File: src/hw/rtl/edza_pkg.sv
// ----------------------------------------------------------------------------
// edza_pkg
// shared types, constants and codes of the edge zone color averager
// ----------------------------------------------------------------------------
package edza_pkg;

    localparam int MAX_FRAME_DIM   = 4096;
    localparam int MAX_LEDS_ACROSS = 64;
    localparam int MAX_LEDS_DOWN   = 32;
    localparam int RING_SIZE       = 2 * MAX_LEDS_ACROSS + 2 * MAX_LEDS_DOWN;

    localparam int DIM_W    = 13;
    localparam int CNT_W    = 12;
    localparam int ACROSS_W = 7;
    localparam int DOWN_W   = 6;
    localparam int SUM_W    = 32;
    localparam int DIVS_W   = 24;
    localparam int COLOR_W  = 24;
    localparam int LED_AW   = 8;
    localparam int BAND_AW  = $clog2(MAX_LEDS_ACROSS);
    localparam int SIDE_AW  = $clog2(MAX_LEDS_DOWN);
    localparam int PADDR_W  = 5;
    localparam int PDATA_W  = 32;

    // register indexes
    localparam logic [2:0] REG_FRAME_WIDTH  = 3'd0;
    localparam logic [2:0] REG_FRAME_HEIGHT = 3'd1;
    localparam logic [2:0] REG_LEDS_ACROSS  = 3'd2;
    localparam logic [2:0] REG_LEDS_DOWN    = 3'd3;
    localparam logic [2:0] REG_BOTTOM_EN    = 3'd4;
    localparam logic [2:0] REG_BAR_DETECT   = 3'd5;

    // geometry divisions in order
    localparam logic [2:0] GS_SIDE_W  = 3'd0;
    localparam logic [2:0] GS_SIDE_H  = 3'd1;
    localparam logic [2:0] GS_BAND_W  = 3'd2;
    localparam logic [2:0] GS_BAND_H  = 3'd3;
    localparam logic [2:0] GS_BAND_H2 = 3'd4;

    typedef logic [2:0][SUM_W-1:0] rgb_sum_t;

    typedef struct packed {
        rgb_sum_t tp;
        rgb_sum_t ts;
        rgb_sum_t bp;
        rgb_sum_t bs;
    } band_entry_t;

    typedef struct packed {
        rgb_sum_t left;
        rgb_sum_t right;
    } side_entry_t;

    typedef struct packed {
        logic               en;
        logic [LED_AW-1:0]  addr;
        logic [COLOR_W-1:0] data;
    } led_wr_t;

    typedef enum logic [3:0] {
        ST_GEOM_DIV,
        ST_GEOM_WAIT,
        ST_GEOM_MUL,
        ST_CLEAR,
        ST_IDLE,
        ST_PIX_WR,
        ST_READ,
        ST_FIN_START,
        ST_FIN_RD,
        ST_FIN_LATCH,
        ST_FIN_DIV,
        ST_FIN_WAIT,
        ST_FIN_WR_A,
        ST_FIN_WR_B
    } state_t;

endpackage

File: src/hw/rtl/edza_led.sv
// ----------------------------------------------------------------------------
// edza_led
// led color store with valid bits, one write and one registered read port
// ----------------------------------------------------------------------------
module edza_led (
    input  logic                          clk,
    input  logic                          rst_n,
    input  edza_pkg::led_wr_t             wr,
    input  logic                          rd_en,
    input  logic [edza_pkg::LED_AW-1:0]   rd_addr,
    output logic [edza_pkg::COLOR_W-1:0]  rd_data
);
    import edza_pkg::*;

    logic [COLOR_W-1:0] mem [RING_SIZE];
    logic [RING_SIZE-1:0] valid_reg;
    logic [COLOR_W-1:0] data_reg;
    logic               hit_reg;

    always_ff @(posedge clk or negedge rst_n)
    begin
        if (!rst_n)
        begin
            valid_reg <= '0;
            hit_reg   <= 1'b0;
        end
        else
        begin
            if (wr.en && (32'(wr.addr) < RING_SIZE))
                valid_reg[wr.addr] <= 1'b1;
            if (rd_en)
                hit_reg <= (32'(rd_addr) < RING_SIZE) && valid_reg[rd_addr];
        end
    end

    always_ff @(posedge clk)
    begin
        if (wr.en && (32'(wr.addr) < RING_SIZE))
            mem[wr.addr] <= wr.data;
        if (rd_en && (32'(rd_addr) < RING_SIZE))
            data_reg <= mem[rd_addr];
    end

    // entries never written read as zero
    assign rd_data = hit_reg ? data_reg : '0;

endmodule

File: config.mk
export PLATFORM = sky130hd
export DESIGN_NAME = edza_led
export DESIGN_NICKNAME = d
export VERILOG_FILES = /design/src/hw/rtl/edza_pkg.sv /design/src/hw/rtl/edza_led.sv
export SDC_FILE = /design/constraint.sdc
export NUM_CORES = 2
export LEC_CHECK = 0
export BUFFER_PORTS_ARGS = -buffer_cell sky130_fd_sc_hd__buf_2
export CAP_MARGIN = 40
export CORE_UTILIZATION = 45
export CTS_CLUSTER_DIAMETER = 150
export CTS_CLUSTER_SIZE = 40
export DETAILED_ROUTE_END_ITERATION = 12
export GPL_TIMING_DRIVEN = 0
export SLEW_MARGIN = 20
export SYNTH_ARGS = -nofsm -noshare
export SYNTH_HDL_FRONTEND = slang
export SYNTH_MEMORY_MAX_BITS = 65536
export SYNTH_SLANG_ARGS = --single-unit
export TNS_END_PERCENT = 10
File: constraint.sdc
create_clock -name clk -period 2.3 [get_ports clk]
set_clock_uncertainty 0.05 [all_clocks]
set_input_delay 0.115 -clock clk [delete_from_list [all_inputs] [get_ports clk]]
set_output_delay 0.115 -clock clk [all_outputs]
set_load 0.005 [all_outputs]
==> results.json <==
{
  "finalWorstSetupSlack_ps": -1140,
  "grt_use_met1": 0.350,
  "use_met3": 0.0445,
  "antenna_found_initial": 28,
  "drt_pass1_iterations": 5,
  "start_util": 0.453,
  "crit_arrival_ps": 3990,
  "synth_edf_count": 4632,
  "fillCellCount": 30900,
  "die_w_um": 642,
  "synth-xor-area-share": 0,
  "vias_per_cell": 6.28,
  "synth.top_cell.area_share": 0.755,
  "ys_seq_elements": 4825,
  "synth_most_common_cell": "edfxtp_1",
  "power.density_mw_per_mm2": 697,
  "core-area_mm2": 0.407,
  "die_h_um": 642,
  "yosys.area.top_type": "edfxtp_1",
  "grt_max_degree": 136,
  "synthTopCellsByCount": "edfxtp_1 (4632), mux4_2 (1377), mux2i_1 (246)",
  "fin_crit_sh": 1.50,
  "max_slew_margin": 0.270,
  "rsz0062_at_grt": "true",
  "root_buffer": "clkbuf_16",
  "dp_hpwl_mm": 356,
  "grt_remaining_overflow": 0,
  "h-tree-depth": 4,
  "grtUsageTotal": 0.247,
  "wl_per_cell_um": 37.0,
  "largest_register_ff_count": 4608,
  "avgSynthCellArea_um2": 23.9,
  "hp-class": "input pin to flip-flop",
  "synthSimpleGateAreaFrac": 0.0174,
  "cts-buffers-inserted": 143,
  "io_pins": 68,
  "clock_sinks": 4825,
  "tightest_slew_ps": 1090,
  "nets": 8362,
  "post-route-drc-count": 0,
  "gp_congestion": 0.972,
  "grt_pass1_vias": 86300,
  "synth_adder_area_share": 0,
  "clock_path_buffers": 4,
  "grt_pass1_wl_mm": 702,
  "synthCells": 7703,
  "synthArstFlopShare": 0.0400,
  "ys_seq_area_frac": 0.782,
  "placementRows": 234,
  "area_growth_pct": 13.0,
  "syn_nets": 7747,
  "drv_slew": 0,
  "drt-initial-drc-count": 13200,
  "end_kind": "flip-flop",
  "muxShareOfSynthArea": 0.182,
  "ys_dominant_reg_cell": "edfxtp_1",
  "maxCapViolations": 0,
  "synth_compound_area_frac": 0.00824,
  "crit_type": "input pin to flip-flop",
  "violations": "hold timing, setup timing",
  "met2_usage": 0.388,
  "syn_area_mm2": 0.184,
  "ir_drop_v": 0.000596,
  "period_minus_slack_ps": 3440,
  "clock_latency_ps": 990,
  "fin_util": 0.512,
  "finalWirelength_mm": 511,
  "path_clk_slew_ps": 140,
  "start_kind": "input pin",
  "yosysUniqueCellTypes": 49,
  "hold_violations": 10,
  "status": "finished, violations left",
  "setup_viol": 1007,
  "cts_tree": "yes",
  "top_usage_layer": "met2",
  "vias": 86700,
  "ys_warn_count": 0,
  "power.total_mw": 145,
  "worstPathMaxFanout": 10,
  "synthTopCellsByArea": "edfxtp_1 (76%), mux4_2 (17%), dfrtp_1 (2.6%)",
  "synth_top_family_by_area": "multiplexers",
  "fmax_mhz": 291,
  "port-buffer-count": 62,
  "power.static_leakage_nw": 64.2,
  "finalHoldWorstSlack_ps": -18.8,
  "cp.required_ps": 2850,
  "drive_gt1_frac": 0.346,
  "pre_cts_slack_ps": -3180,
  "ant_nets": 0,
  "dieArea_mm2": 0.412
}
stage by stage:
step / setup TNS [ps] / hold slack [ps] / cells / area, µm²
3_5_place_dp: -3042770 / 170 / 13500 / 200000
3_3_place_gp: - / 396 / 13200 / 192000
2_1_floorplan: -934570 / -231 / 7703 / 185000
5_1_grt: -83660 / -73.1 / 13800 / 208000
6_report: -140970 / -18.8 / 13800 / 208000
4_1_cts: -869270 / -24.0 / 13700 / 207000
final timing paths:
| kind | start | to | slack (ps) | cells after the start |
|---|---|---|---|---|
| worst max-delay path | rd_addr[3] | data_reg[8] | -1140 | 8 |
| worst min-delay path | wr[31] | mem[37][22] | -20 | 4 |
| worst max register to register | mem[103][3] | data_reg[3] | -1110 | 6 |
| worst min register to register | valid_reg[98] | valid_reg[98] | 430 | 1 |
| max in group asynchronous | rst_n | hit_reg | 650 | 4 |
| min in group asynchronous | rst_n | valid_reg[43] | 540 | 3 |
layout by cell type (no fill, tap or decap), types with 58 or more instances in the layout:
cell	netlist	routed
mux4_2	1377	1377
buf_2	92	97
mux2i_1	246	160
buf_16	0	126
clkbuf_2	0	88
buf_4	42	58
dfrtp_1	193	192
buf_12	0	179
nand2_1	65	58
clkbuf_1	199	115
nor2_4	0	192
buf_8	2	67
clkbuf_16	0	147
or2_2	193	193
edfxtp_1	4632	4632
buf_6	17	90
routing by layer:
layer,up-vias,part of all wire
met5,-,0.00010
met4,8,0.043
met1,48000,0.40
li1,33900,-
met3,735,0.084
met2,4066,0.47
worst max-delay path, cell delays in order:
cell	delay [ps]
buf_2	160
clkbuf_2	370
clkbuf_2	610
clkbuf_1	660
mux4_2	520
a22oi_1	550
and3_1	670
o221ai_4	300
cell families (layout without fill, tap and decap cells):
| group | count (synthesis) | count (layout) |
|---|---|---|
| buffers and inverters | 413 | 1068 |
| flip-flops | 4825 | 4825 |
| AO/OA/AOI/OAI | 213 | 213 |
| other | 0 | 23 |
| multiplexers | 1627 | 1627 |
| AND/OR/NAND/NOR | 625 | 625 |
power by group:
group	leakage, nW	total [mW]	internal (mW)	switching [mW]
clock	1.91	37.2	12.0	25.3
combinational	18.0	10.9	4.16	6.77
sequential	44.3	96.8	96.6	0.199
total	64.2	145	113	32.2
what timing repair did:
item                                    in CTS  in global routing
setup buffers                                0                 53
endpoints found under the setup margin     412               3529
pin swaps                                   34                 56
resized for setup                          315                100
hold buffers                                40                 10
endpoints found under the hold margin     4302                248
area by class of cell:
| class | instances | area [µm²] | share of cell area |
|---|---|---|---|
| flip-flops and latches | 4825 | 144000 | 0.692 |
| well taps | 5428 | 6790 | 0.0326 |
| clock buffers | 173 | 3750 | 0.0180 |
| clock inverters | 12 | 190 | 0.000914 |
| plain buffers | 409 | 3220 | 0.0155 |
| diodes | 23 | 57.6 | 0.000277 |
| repair buffers | 470 | 8330 | 0.0400 |
| inverters | 4 | 15.0 | 0.0000721 |
| multi-input cells | 2465 | 41800 | 0.201 |
Power figures use the tool's default switching activity.
