<file path="src/hw/rtl/edza_pkg.sv">
// ----------------------------------------------------------------------------
// edza_pkg
// shared types, constants and codes of the edge zone color averager
// ----------------------------------------------------------------------------
package edza_pkg;

    localparam int MAX_FRAME_DIM   = 4096;
    localparam int MAX_LEDS_ACROSS = 64;
    localparam int MAX_LEDS_DOWN   = 32;
    localparam int RING_SIZE       = 2 * MAX_LEDS_ACROSS + 2 * MAX_LEDS_DOWN;

    localparam int DIM_W    = 13;
    localparam int CNT_W    = 12;
    localparam int ACROSS_W = 7;
    localparam int DOWN_W   = 6;
    localparam int SUM_W    = 32;
    localparam int DIVS_W   = 24;
    localparam int COLOR_W  = 24;
    localparam int LED_AW   = 8;
    localparam int BAND_AW  = $clog2(MAX_LEDS_ACROSS);
    localparam int SIDE_AW  = $clog2(MAX_LEDS_DOWN);
    localparam int PADDR_W  = 5;
    localparam int PDATA_W  = 32;

    // register indexes
    localparam logic [2:0] REG_FRAME_WIDTH  = 3'd0;
    localparam logic [2:0] REG_FRAME_HEIGHT = 3'd1;
    localparam logic [2:0] REG_LEDS_ACROSS  = 3'd2;
    localparam logic [2:0] REG_LEDS_DOWN    = 3'd3;
    localparam logic [2:0] REG_BOTTOM_EN    = 3'd4;
    localparam logic [2:0] REG_BAR_DETECT   = 3'd5;

    // geometry divisions in order
    localparam logic [2:0] GS_SIDE_W  = 3'd0;
    localparam logic [2:0] GS_SIDE_H  = 3'd1;
    localparam logic [2:0] GS_BAND_W  = 3'd2;
    localparam logic [2:0] GS_BAND_H  = 3'd3;
    localparam logic [2:0] GS_BAND_H2 = 3'd4;

    typedef logic [2:0][SUM_W-1:0] rgb_sum_t;

    typedef struct packed {
        rgb_sum_t tp;
        rgb_sum_t ts;
        rgb_sum_t bp;
        rgb_sum_t bs;
    } band_entry_t;

    typedef struct packed {
        rgb_sum_t left;
        rgb_sum_t right;
    } side_entry_t;

    typedef struct packed {
        logic               en;
        logic [LED_AW-1:0]  addr;
        logic [COLOR_W-1:0] data;
    } led_wr_t;

    typedef enum logic [3:0] {
        ST_GEOM_DIV,
        ST_GEOM_WAIT,
        ST_GEOM_MUL,
        ST_CLEAR,
        ST_IDLE,
        ST_PIX_WR,
        ST_READ,
        ST_FIN_START,
        ST_FIN_RD,
        ST_FIN_LATCH,
        ST_FIN_DIV,
        ST_FIN_WAIT,
        ST_FIN_WR_A,
        ST_FIN_WR_B
    } state_t;

endpackage

</file>
<file path="src/hw/rtl/edza_div.sv">
// ----------------------------------------------------------------------------
// edza_div
// restoring divider, one quotient bit per cycle
// ----------------------------------------------------------------------------
module edza_div (
    input  logic                         clk,
    input  logic                         rst_n,
    input  logic                         start,
    input  logic [edza_pkg::SUM_W-1:0]   dividend,
    input  logic [edza_pkg::DIVS_W-1:0]  divisor,
    output logic                         done,
    output logic [edza_pkg::SUM_W-1:0]   quotient
);
    import edza_pkg::*;

    localparam int STEP_W = $clog2(SUM_W);

    logic              busy_reg;
    logic              done_reg;
    logic [STEP_W-1:0] step_reg;
    logic [DIVS_W-1:0] den_reg;
    logic [DIVS_W-1:0] rem_reg;
    logic [SUM_W-1:0]  quo_reg;
    logic [DIVS_W:0]   rem_sh;
    logic              fits;

    assign rem_sh = {rem_reg, quo_reg[SUM_W-1]};
    assign fits   = rem_sh >= {1'b0, den_reg};

    always_ff @(posedge clk or negedge rst_n)
    begin
        if (!rst_n)
        begin
            busy_reg <= 1'b0;
            done_reg <= 1'b0;
            step_reg <= '0;
        end
        else
        begin
            done_reg <= 1'b0;
            if (start)
            begin
                busy_reg <= 1'b1;
                step_reg <= '1;
            end
            else if (busy_reg)
            begin
                step_reg <= step_reg - STEP_W'(1);
                if (step_reg == '0)
                begin
                    busy_reg <= 1'b0;
                    done_reg <= 1'b1;
                end
            end
        end
    end

    always_ff @(posedge clk)
    begin
        if (start)
        begin
            den_reg <= divisor;
            rem_reg <= '0;
            quo_reg <= dividend;
        end
        else if (busy_reg)
        begin
            rem_reg <= fits ? DIVS_W'(rem_sh - {1'b0, den_reg}) : rem_sh[DIVS_W-1:0];
            quo_reg <= {quo_reg[SUM_W-2:0], fits};
        end
    end

    assign done     = done_reg;
    assign quotient = quo_reg;

endmodule

</file>
<file path="config.mk">
export PLATFORM = sky130hd
export DESIGN_NAME = edza_div
export DESIGN_NICKNAME = d
export VERILOG_FILES = /design/src/hw/rtl/edza_pkg.sv /design/src/hw/rtl/edza_div.sv
export SDC_FILE = /design/constraint.sdc
export NUM_CORES = 1
export LEC_CHECK = 0
export BUFFER_PORTS_ARGS = -buffer_cell sky130_fd_sc_hd__buf_2
export CORE_ASPECT_RATIO = 1.5
export CORE_MARGIN = 2
export CORE_UTILIZATION = 35
export DETAILED_ROUTE_END_ITERATION = 16
export GPL_ROUTABILITY_DRIVEN = 0
export PLACE_DENSITY = 0.57
export SLEW_MARGIN = 20
export SYNTH_ARGS = -nofsm -noshare
export SYNTH_HDL_FRONTEND = slang
export SYNTH_SLANG_ARGS = --single-unit
</file>
<file path="constraint.sdc">
create_clock -name clk -period 2.3 [get_ports clk]
set_input_delay 0.23 -clock clk [delete_from_list [all_inputs] [get_ports clk]]
set_output_delay 0.23 -clock clk [all_outputs]
set_load 0.02 [all_outputs]
</file>
==> impl_metrics.csv, run 1 <==
group,metric,value,unit
sta,setup_slack,-0.384,ns
power,p_int,4.86,mW
critical_path,path_buf_inv,2,
sta,fin_crit_sh,117,%
placement,placed_area,6300,um2
global_route,grt_max_degree,40,
power,switching_power,3.01,mW
sta,fin_skew,0.0107,ns
global_route,track_usage,19.4,%
power,swShare,38.2,%
placement,io_buffers,91,
global_route,grt_pass1_vias,4624,
route,remaining_drc_errors,0,
sta,fmax,373,MHz
power,seq_power_share,27.7,%
critical_path,cp_slowest_cell,"a2111oi_0",
die,chipHeight,150,um
synthesis,synth_cell_types,66,
clock_tree,cts_root_buffer,"clkbuf_16",
die,io_pins,92,
route,dr_total_vias,4415,
placement,post-dp-hpwl,10300,um
clock_tree,h-tree-depth,3,
sta,hold_viol,0,
route,first_pass_iters,4,
route,avgRoutedWirePerCell,17.2,um
power,powerDensity,1140,nW/um2
finish,final_common_cell,"buf_4",
sta,finalSetupViolCount,25,
finish,drive_gt1_share,45.9,%
sta,rsz0062_at_grt,"true",
clock_tree,cts.sinks,87,
finish,num-fill-cells,1298,
finish,regArea,2340,um2
sta,fin_crit,2.68,ns
finish,final_core_util,49.7,%
flow_run,maxCapViolCount,0,
critical_path,arrival,2.93,ns
critical_path,path_class,"reg2reg",
finish,largest_register_ffs,32,
critical_path,slowest_delay,0.59,ns
die,dieWidth,101,um
synthesis,synth_fp_nets,549,
finish,postLayoutCellArea,6920,um2
critical_path,worstPathRequired,2.55,ns
route,wl,14200,um
hold_path,min-delay-start,"divisor[13]",
synthesis,synth.cell_area,4950,um2
power,report.power.total,7.87,mW
route,ant_nets,0,
clock_tree,cts_max_path_buffers,2,
critical_path,crit_fanout,3,
critical_path,crit_chain,"inv_1 > ha_1 > o21a_1 > o211ai_1 > o21bai_4 > a2111oi_0 > buf_4 > or3_1 > a21oi_1 > xnor2_1 > o211a_1",
synthesis,synth-seq-area-share,47.2,%
sta,worst_pin_slew,0.587,ns
synthesis,ys_warn_count,0,
critical_path,setup.worst_path.end_class,"flip-flop",
finish,layout_common_cells,"buf_4, buf_2, edfxtp_1",
clock_tree,cts_buffers,9,
synthesis,synth_edf_count,56,
synthesis,yosys_register_bits,87,
route,dr.first_iter.drc_count,191,
finish,instances_no_fill,823,
critical_path,r2r_start,"den_reg[6]$_DFFE_PP_",
synthesis,synth.avg_cell_area,10.7,um2
clock_tree,clk_pin_slew,0.07,ns
status,violations,"setup timing",
power,p_leak,3.05,nW
clock_tree,cts_tree,"built",
synthesis,ys_async_sr_fraction,8.05,%
global_route,grt_pass1_wl,22400,um
die,std_cell_rows,53,
hold_path,hold_class,"in2reg",
sta,slew_viol_final,0,
sta,relSlewSlack,59.9,%
placement,numPlacedInstances,798,
die,start_util,35.6,%
die,design.core.area,13900,um2
clock_tree,clk_latency,0.35,ns
finish,fin_nets,739,
route,via_per_inst,5.36,
power,pwr-share-comb,53.1,%
power,irDropWorstVdd,0.434,mV
critical_path,critPathTopFamily,"compound AO/OA/AOI/OAI gates",
status,status,"finished with violations",
critical_path,startpoint_type,"flip-flop",
synthesis,syn-instance-count,463,
global_route,grt_overflow,0,
critical_path,critPathLaunch,"den_reg[6]$_DFFE_PP_",
power,clockPowerShare,19.2,%
finish,diodes,0,
finish,multiInputGateArea,2650,um2
finish,syn2layout_area_growth,39.7,%
global_route,antenna_found_initial,0,
die,die_area,15100,um2
synthesis,synth_ff_type,"edfxtp_1",
## final cells by class
cell class / count / area share (%)
repair buffers: 197 / 18.6
clock inverters: 6 / 0.994
clock buffers: 10 / 3.31
well taps: 165 / 2.98
multi-input cells: 321 / 38.3
inverters: 37 / 2.01
flip-flops and latches: 87 / 33.8
## Yosys cell counts (11+ instances only)
master     n  share of area [%]
xnor2_1   15                2.7
nand3_1   22                2.2
o21ai_0   17                1.7
dfxtp_1   24                9.7
nor3_1    11                1.1
nand2_1   29                2.2
a311oi_1  11                1.9
edfxtp_1  56                 34
ha_1      26                6.6
mux2_2    32                7.3
inv_1     37                2.8
nor2_1    29                2.2
a21oi_1   18                1.8
## worst register-to-register path, stage by stage, from the launching register on
cell and delay, ns:
edfxtp_1 0.34, inv_1 0.04, ha_1 0.32, o21a_1 0.17
o211ai_1 0.10, o21bai_4 0.20, a2111oi_0 0.59, buf_4 0.22
or3_1 0.12, a21oi_1 0.08, xnor2_1 0.16, o211a_1 0.24
## power groups by stage
stage	clock network, mW	registers, mW	logic [mW]
3_5_place_dp	0	2.20	3.76
5_1_grt	1.60	2.21	4.50
2_1_floorplan	0	2.25	2.12
6_report	1.51	2.18	4.18
4_1_cts	1.55	2.18	3.97
3_3_place_gp	0	2.19	3.73
## path summary, 6_finish.rpt
check | to | slack, ns | depth (start not counted)
worst min-delay path | den_reg[13]$_DFFE_PP_ | 0.05 | 1
worst max-delay path | rem_reg[19]$_SDFFE_PP0P_ | -0.38 | 11
worst min register to register | rem_reg[23]$_SDFFE_PP0P_ | 0.51 | 2
min in group asynchronous | step_reg[2]$_DFFE_PN0P_ | 0.25 | 2
worst max register to register | rem_reg[19]$_SDFFE_PP0P_ | -0.38 | 11
max in group asynchronous | busy_reg$_DFF_PN0_ | 1.89 | 2
## logic make-up (layout without fill, tap and decap cells)
family / after synthesis / in the layout / share of synthesized area (%)
and+or+nand+nor: 120 / 120 / 11.6
DFF: 87 / 87 / 47.2
buffers and inverters: 56 / 250 / 4.77
muxes: 34 / 34 / 7.68
AOI/OAI and AO/OA: 118 / 119 / 18.1
adders and majority gates: 27 / 27 / 6.97
xor gates and xnor gates: 21 / 21 / 3.71
## routing by layer
layer / part of all wire [%] / global-route usage, %
met1: 39 / 21.0
met2: 50 / 33.1
met3: 5.1 / 4.53
met4: 5.5 / 12.8
met5: 0 / 0
## repair_timing
action | CTS | global route
setup endpoints to repair | 25 | 25
cloned | 1 | 0
buffers inserted | 5 | 2
endpoints found under the hold margin | 7 | 0
hold buffers | 1 | 0
pin swaps | 26 | 16
gates resized for setup | 28 | 25
## per-stage QoR
stage | TNS, ns | setup WS (ns) | hold WS, ns
6_report | -7.92 | -0.384 | 0.0499
5_1_grt | -10.73 | -0.479 | 0.0395
4_1_cts | -7.74 | -0.357 | 0.0385
3_5_place_dp | -8.20 | -0.417 | 0.0734
3_3_place_gp | -6.85 | -0.415 | 0.0655
2_1_floorplan | -3.01 | -0.169 | -0.0656
No activity file was read; power rests on OpenSTA's default activity.
==> inputs of run 2 (changes only) <==
--- a/config.mk
+++ b/config.mk
@@ -9,6 +9,7 @@
 export CORE_ASPECT_RATIO = 1.5
 export CORE_MARGIN = 2
 export CORE_UTILIZATION = 35
+export CTS_CLUSTER_DIAMETER = 40
 export DETAILED_ROUTE_END_ITERATION = 16
 export GPL_ROUTABILITY_DRIVEN = 0
 export PLACE_DENSITY = 0.57
==> constraint.sdc (replaced) <==
create_clock -name clk -period 2.3 [get_ports clk]
set_input_delay 0.46 -clock clk [delete_from_list [all_inputs] [get_ports clk]]
set_output_delay 0.46 -clock clk [all_outputs]
set_load 0.02 [all_outputs]
==> impl_metrics.csv, run 2 (synthesized netlist as in run 1, its figures left out) <==
group,metric,value,unit
power,report.power.total,7.86,mW
flow_run,maxCapViolCount,0,
finish,largest_register_ffs,32,
finish,fin_nets,740,
die,start_util,35.6,%
sta,relSlewSlack,46.8,%
sta,worst_pin_slew,0.795,ns
power,powerDensity,1140,nW/um2
finish,instances_no_fill,824,
global_route,grt_max_degree,54,
clock_tree,h-tree-depth,3,
clock_tree,cts_buffers,9,
placement,post-dp-hpwl,10200,um
sta,fin_crit,2.75,ns
route,via_per_inst,5.41,
status,violations,"setup timing",
critical_path,startpoint_type,"flip-flop",
critical_path,arrival,3.01,ns
route,avgRoutedWirePerCell,17.2,um
critical_path,worstPathRequired,2.55,ns
die,dieWidth,101,um
clock_tree,cts_tree,"built",
clock_tree,cts_root_buffer,"clkbuf_16",
global_route,grt_overflow,0,
finish,diodes,0,
placement,io_buffers,91,
clock_tree,clk_pin_slew,0.07,ns
sta,setup_slack,-0.452,ns
finish,final_common_cell,"buf_4",
sta,finalSetupViolCount,25,
global_route,antenna_found_initial,0,
finish,drive_gt1_share,43.4,%
sta,rsz0062_at_grt,"true",
die,io_pins,92,
hold_path,hold_class,"in2reg",
sta,hold_viol,0,
finish,syn2layout_area_growth,39.2,%
power,p_leak,3.07,nW
critical_path,path_class,"reg2reg",
route,remaining_drc_errors,0,
critical_path,setup.worst_path.end_class,"flip-flop",
status,status,"finished with violations",
die,std_cell_rows,53,
global_route,track_usage,19.2,%
clock_tree,cts.sinks,87,
route,first_pass_iters,5,
global_route,grt_pass1_wl,22700,um
sta,fmax,363,MHz
clock_tree,clk_latency,0.34,ns
sta,holdWs,0.287,ns
sta,tns,-9.19,ns
sta,fin_skew,0.00797,ns
finish,layout_common_cells,"buf_4, buf_2, edfxtp_1",
die,design.core.area,13900,um2
route,dr_total_vias,4454,
finish,final_core_util,49.5,%
global_route,grt_pass1_vias,4571,
clock_tree,cts_max_path_buffers,2,
route,wl,14100,um
sta,fin_crit_sh,120,%
power,irDropWorstVdd,0.503,mV
critical_path,crit_fanout,4,
route,ant_nets,0,
sta,slew_viol_final,0,
route,dr.first_iter.drc_count,211,
placement,numPlacedInstances,794,
die,die_area,15100,um2
die,chipHeight,150,um
==> run 2: cell types whose count changed in the layout (fill, tap and decap cells not counted), sizes merged <==
| cell | previous run | this run |
|---|---|---|
| clkbuf | 10 | 9 |
| o31a | 2 | 1 |
| clkinv | 3 | 2 |
| buf | 196 | 198 |
| bufinv | 1 | 2 |
| inv | 39 | 40 |
==> run 2: worst paths after layout <==
kind                                           from                        to  slack, ns  cells past startpoint
setup / recovery               den_reg[1]$_DFFE_PP_   rem_reg[8]$_SDFFE_PP0P_      -0.45                     13
hold / removal                           divisor[3]      den_reg[3]$_DFFE_PP_       0.29                      1
setup reg to reg               den_reg[1]$_DFFE_PP_   rem_reg[8]$_SDFFE_PP0P_      -0.45                     13
hold reg to reg            rem_reg[23]$_SDFFE_PP0P_  rem_reg[23]$_SDFFE_PP0P_       0.49                      2
max in group asynchronous                     rst_n   step_reg[4]$_DFFE_PN0P_       1.66                      2
min in group asynchronous                     rst_n        busy_reg$_DFF_PN0_       0.48                      2
==> run 2: repair_timing <==
action / 4_1_cts / 5_1_grt
resized for setup: 21 / 13
pin swaps: 17 / 11
setup endpoints to repair: 25 / 25
endpoints found under the hold margin: 7 / 0
cloned: 0 / 0
setup buffers: 10 / 3
hold buffers: 1 / 0
==> run 2: layer usage <==
| layer | vias up | track usage [%] | share of wire, % |
|---|---|---|---|
| met4 | 0 | 8.78 | 3.7 |
| li1 | 2122 | - | - |
| met1 | 2099 | 21.8 | 38 |
| met3 | 37 | 4.34 | 6.4 |
| met5 | - | 0 | 0 |
| met2 | 196 | 33.6 | 52 |
==> run 2: area by class of cell <==
class	instances	area (um2)
well taps	165	206
repair buffers	199	1330
flip-flops and latches	87	2340
fillers	1308	7030
inverters	37	139
clock buffers	9	225
multi-input cells	320	2560
clock inverters	7	103
==> run 2: stage by stage <==
step	setup WS, ns	area (um2)
detailed placement	-0.436	6270
global placement	-0.372	6270
global route	-0.568	6900
floorplan	-0.169	5000
CTS	-0.364	6810
finish	-0.452	6900
==> run 2: critical path, stage by stage (launching register included) <==
cell and delay [ns]:
edfxtp_1 0.37, inv_2 0.06, ha_4 0.27, nor2b_4 0.14
o2111a_2 0.23, o21bai_4 0.08, a2111o_1 0.44, a21boi_4 0.26
o31a_4 0.22, buf_12 0.11, buf_6 0.08, buf_4 0.09
o21ai_1 0.04, a311oi_1 0.26
==> run 2: where the power goes <==
group          leakage (nW)  switching, mW  internal [mW]  total, mW
clock                 0.162          0.668          0.968       1.64
combinational          2.07           2.08           1.97       4.05
sequential            0.842          0.201           1.98       2.18
==> inputs of run 3 (changes only) <==
--- a/config.mk
+++ b/config.mk
@@ -13,6 +13,7 @@
 export DETAILED_ROUTE_END_ITERATION = 16
 export GPL_ROUTABILITY_DRIVEN = 0
 export PLACE_DENSITY = 0.57
+export SKIP_CTS_REPAIR_TIMING = 1
 export SLEW_MARGIN = 20
 export SYNTH_ARGS = -nofsm -noshare
 export SYNTH_HDL_FRONTEND = slang
==> impl_metrics.csv, run 3 (synthesized netlist as in run 1, its figures left out) <==
group,metric,value,unit
clock_tree,cts.sinks,87,
sta,tns,-9.80,ns
critical_path,startpoint_type,"flip-flop",
sta,holdWs,0.283,ns
critical_path,crit_chain,"inv_2 > ha_4 > nor2b_4 > o2111a_2 > o21bai_4 > a2111o_1 > a21boi_4 > o31a_4 > buf_4 > nor3_2 > a221o_1",
sta,fin_crit_sh,119,%
critical_path,arrival,2.98,ns
route,ant_nets,0,
die,die_area,15100,um2
critical_path,crit_fanout,9,
finish,final_core_util,49.1,%
global_route,grt_overflow,0,
die,start_util,35.6,%
route,wl,14200,um
sta,fin_skew,0.00721,ns
die,chipHeight,150,um
finish,final_common_cell,"buf_4",
power,p_leak,3.03,nW
clock_tree,cts_root_buffer,"clkbuf_16",
route,via_per_inst,5.45,
global_route,grt_max_degree,54,
die,dieWidth,101,um
clock_tree,clk_pin_slew,0.07,ns
route,remaining_drc_errors,0,
sta,worst_pin_slew,0.824,ns
sta,hold_viol,0,
finish,diodes,0,
placement,preCtsSetupSlack,-0.436,ns
sta,setup_slack,-0.439,ns
power,irDropWorstVdd,0.508,mV
die,std_cell_rows,53,
critical_path,critPathTopFamily,"compound AO/OA/AOI/OAI gates",
global_route,track_usage,18.5,%
finish,postLayoutCellArea,6830,um2
finish,num-fill-cells,1320,
die,design.core.area,13900,um2
critical_path,setup.worst_path.end_class,"flip-flop",
route,avgRoutedWirePerCell,17.4,um
sta,relSlewSlack,44.9,%
finish,drive_gt1_share,43.7,%
sta,slew_viol_final,0,
placement,io_buffers,91,
placement,placed_area,6270,um2
sta,finalSetupViolCount,25,
hold_path,hold_class,"in2reg",
critical_path,path_buf_inv,2,
sta,fin_crit,2.74,ns
global_route,antenna_found_initial,0,
power,powerDensity,1150,nW/um2
finish,layout_common_cells,"buf_4, buf_2, edfxtp_1",
sta,fmax,365,MHz
finish,largest_register_ffs,32,
clock_tree,clk_latency,0.35,ns
clock_tree,h-tree-depth,3,
critical_path,worstPathRequired,2.54,ns
finish,multiInputGateArea,2600,um2
global_route,grt_pass1_wl,22000,um
flow_run,maxCapViolCount,0,
placement,post-dp-hpwl,10200,um
finish,syn2layout_area_growth,37.9,%
finish,regArea,2340,um2
finish,fin_nets,733,
clock_tree,cts_tree,"built",
status,status,"finished with violations",
critical_path,slowest_delay,0.48,ns
clock_tree,cts_max_path_buffers,2,
critical_path,path_class,"reg2reg",
status,violations,"setup timing",
route,dr.first_iter.drc_count,228,
critical_path,cp_slowest_cell,"a2111o_1",
route,first_pass_iters,5,
sta,rsz0062_at_grt,"true",
clock_tree,cts_buffers,9,
global_route,grt_pass1_vias,4510,
route,dr_total_vias,4456,
die,io_pins,92,
## run 3: stage by stage
step	power, mW	cells
2_1_floorplan	4.37	463
3_3_place_gp	5.89	794
3_5_place_dp	5.93	794
4_1_cts	7.60	810
5_1_grt	8.34	817
6_report	7.88	817
## run 3: worst paths after layout
path	startpoint	to	slack, ns	cells after the start
max	den_reg[1]$_DFFE_PP_	rem_reg[2]$_SDFFE_PP0P_	-0.44	11
max in group asynchronous	rst_n	step_reg[4]$_DFFE_PN0P_	1.66	2
max reg2reg	den_reg[1]$_DFFE_PP_	rem_reg[2]$_SDFFE_PP0P_	-0.44	11
min reg2reg	rem_reg[23]$_SDFFE_PP0P_	rem_reg[23]$_SDFFE_PP0P_	0.50	2
min	divisor[3]	den_reg[3]$_DFFE_PP_	0.28	1
min in group asynchronous	rst_n	step_reg[1]$_DFFE_PN0P_	0.48	2
## run 3: area by class of cell
type	instances	share of cell area [%]
repair buffers	191	17.9
clock buffers	9	3.30
well taps	165	3.02
inverters	37	2.03
flip-flops and latches	87	34.2
clock inverters	7	1.50
multi-input cells	321	38.0
## run 3: per-layer routing
metal,routed length [um],track usage (%)
met2,7220,32.3
met4,713,8.92
met3,896,4.11
met5,0,0
met1,5370,20.9
## run 3: where the power goes
part	leakage [nW]	internal (mW)	total [mW]	switching (mW)
Sequential	0.842	1.98	2.17	0.197
Combinational	2.03	1.97	4.07	2.09
Clock	0.162	0.968	1.64	0.674
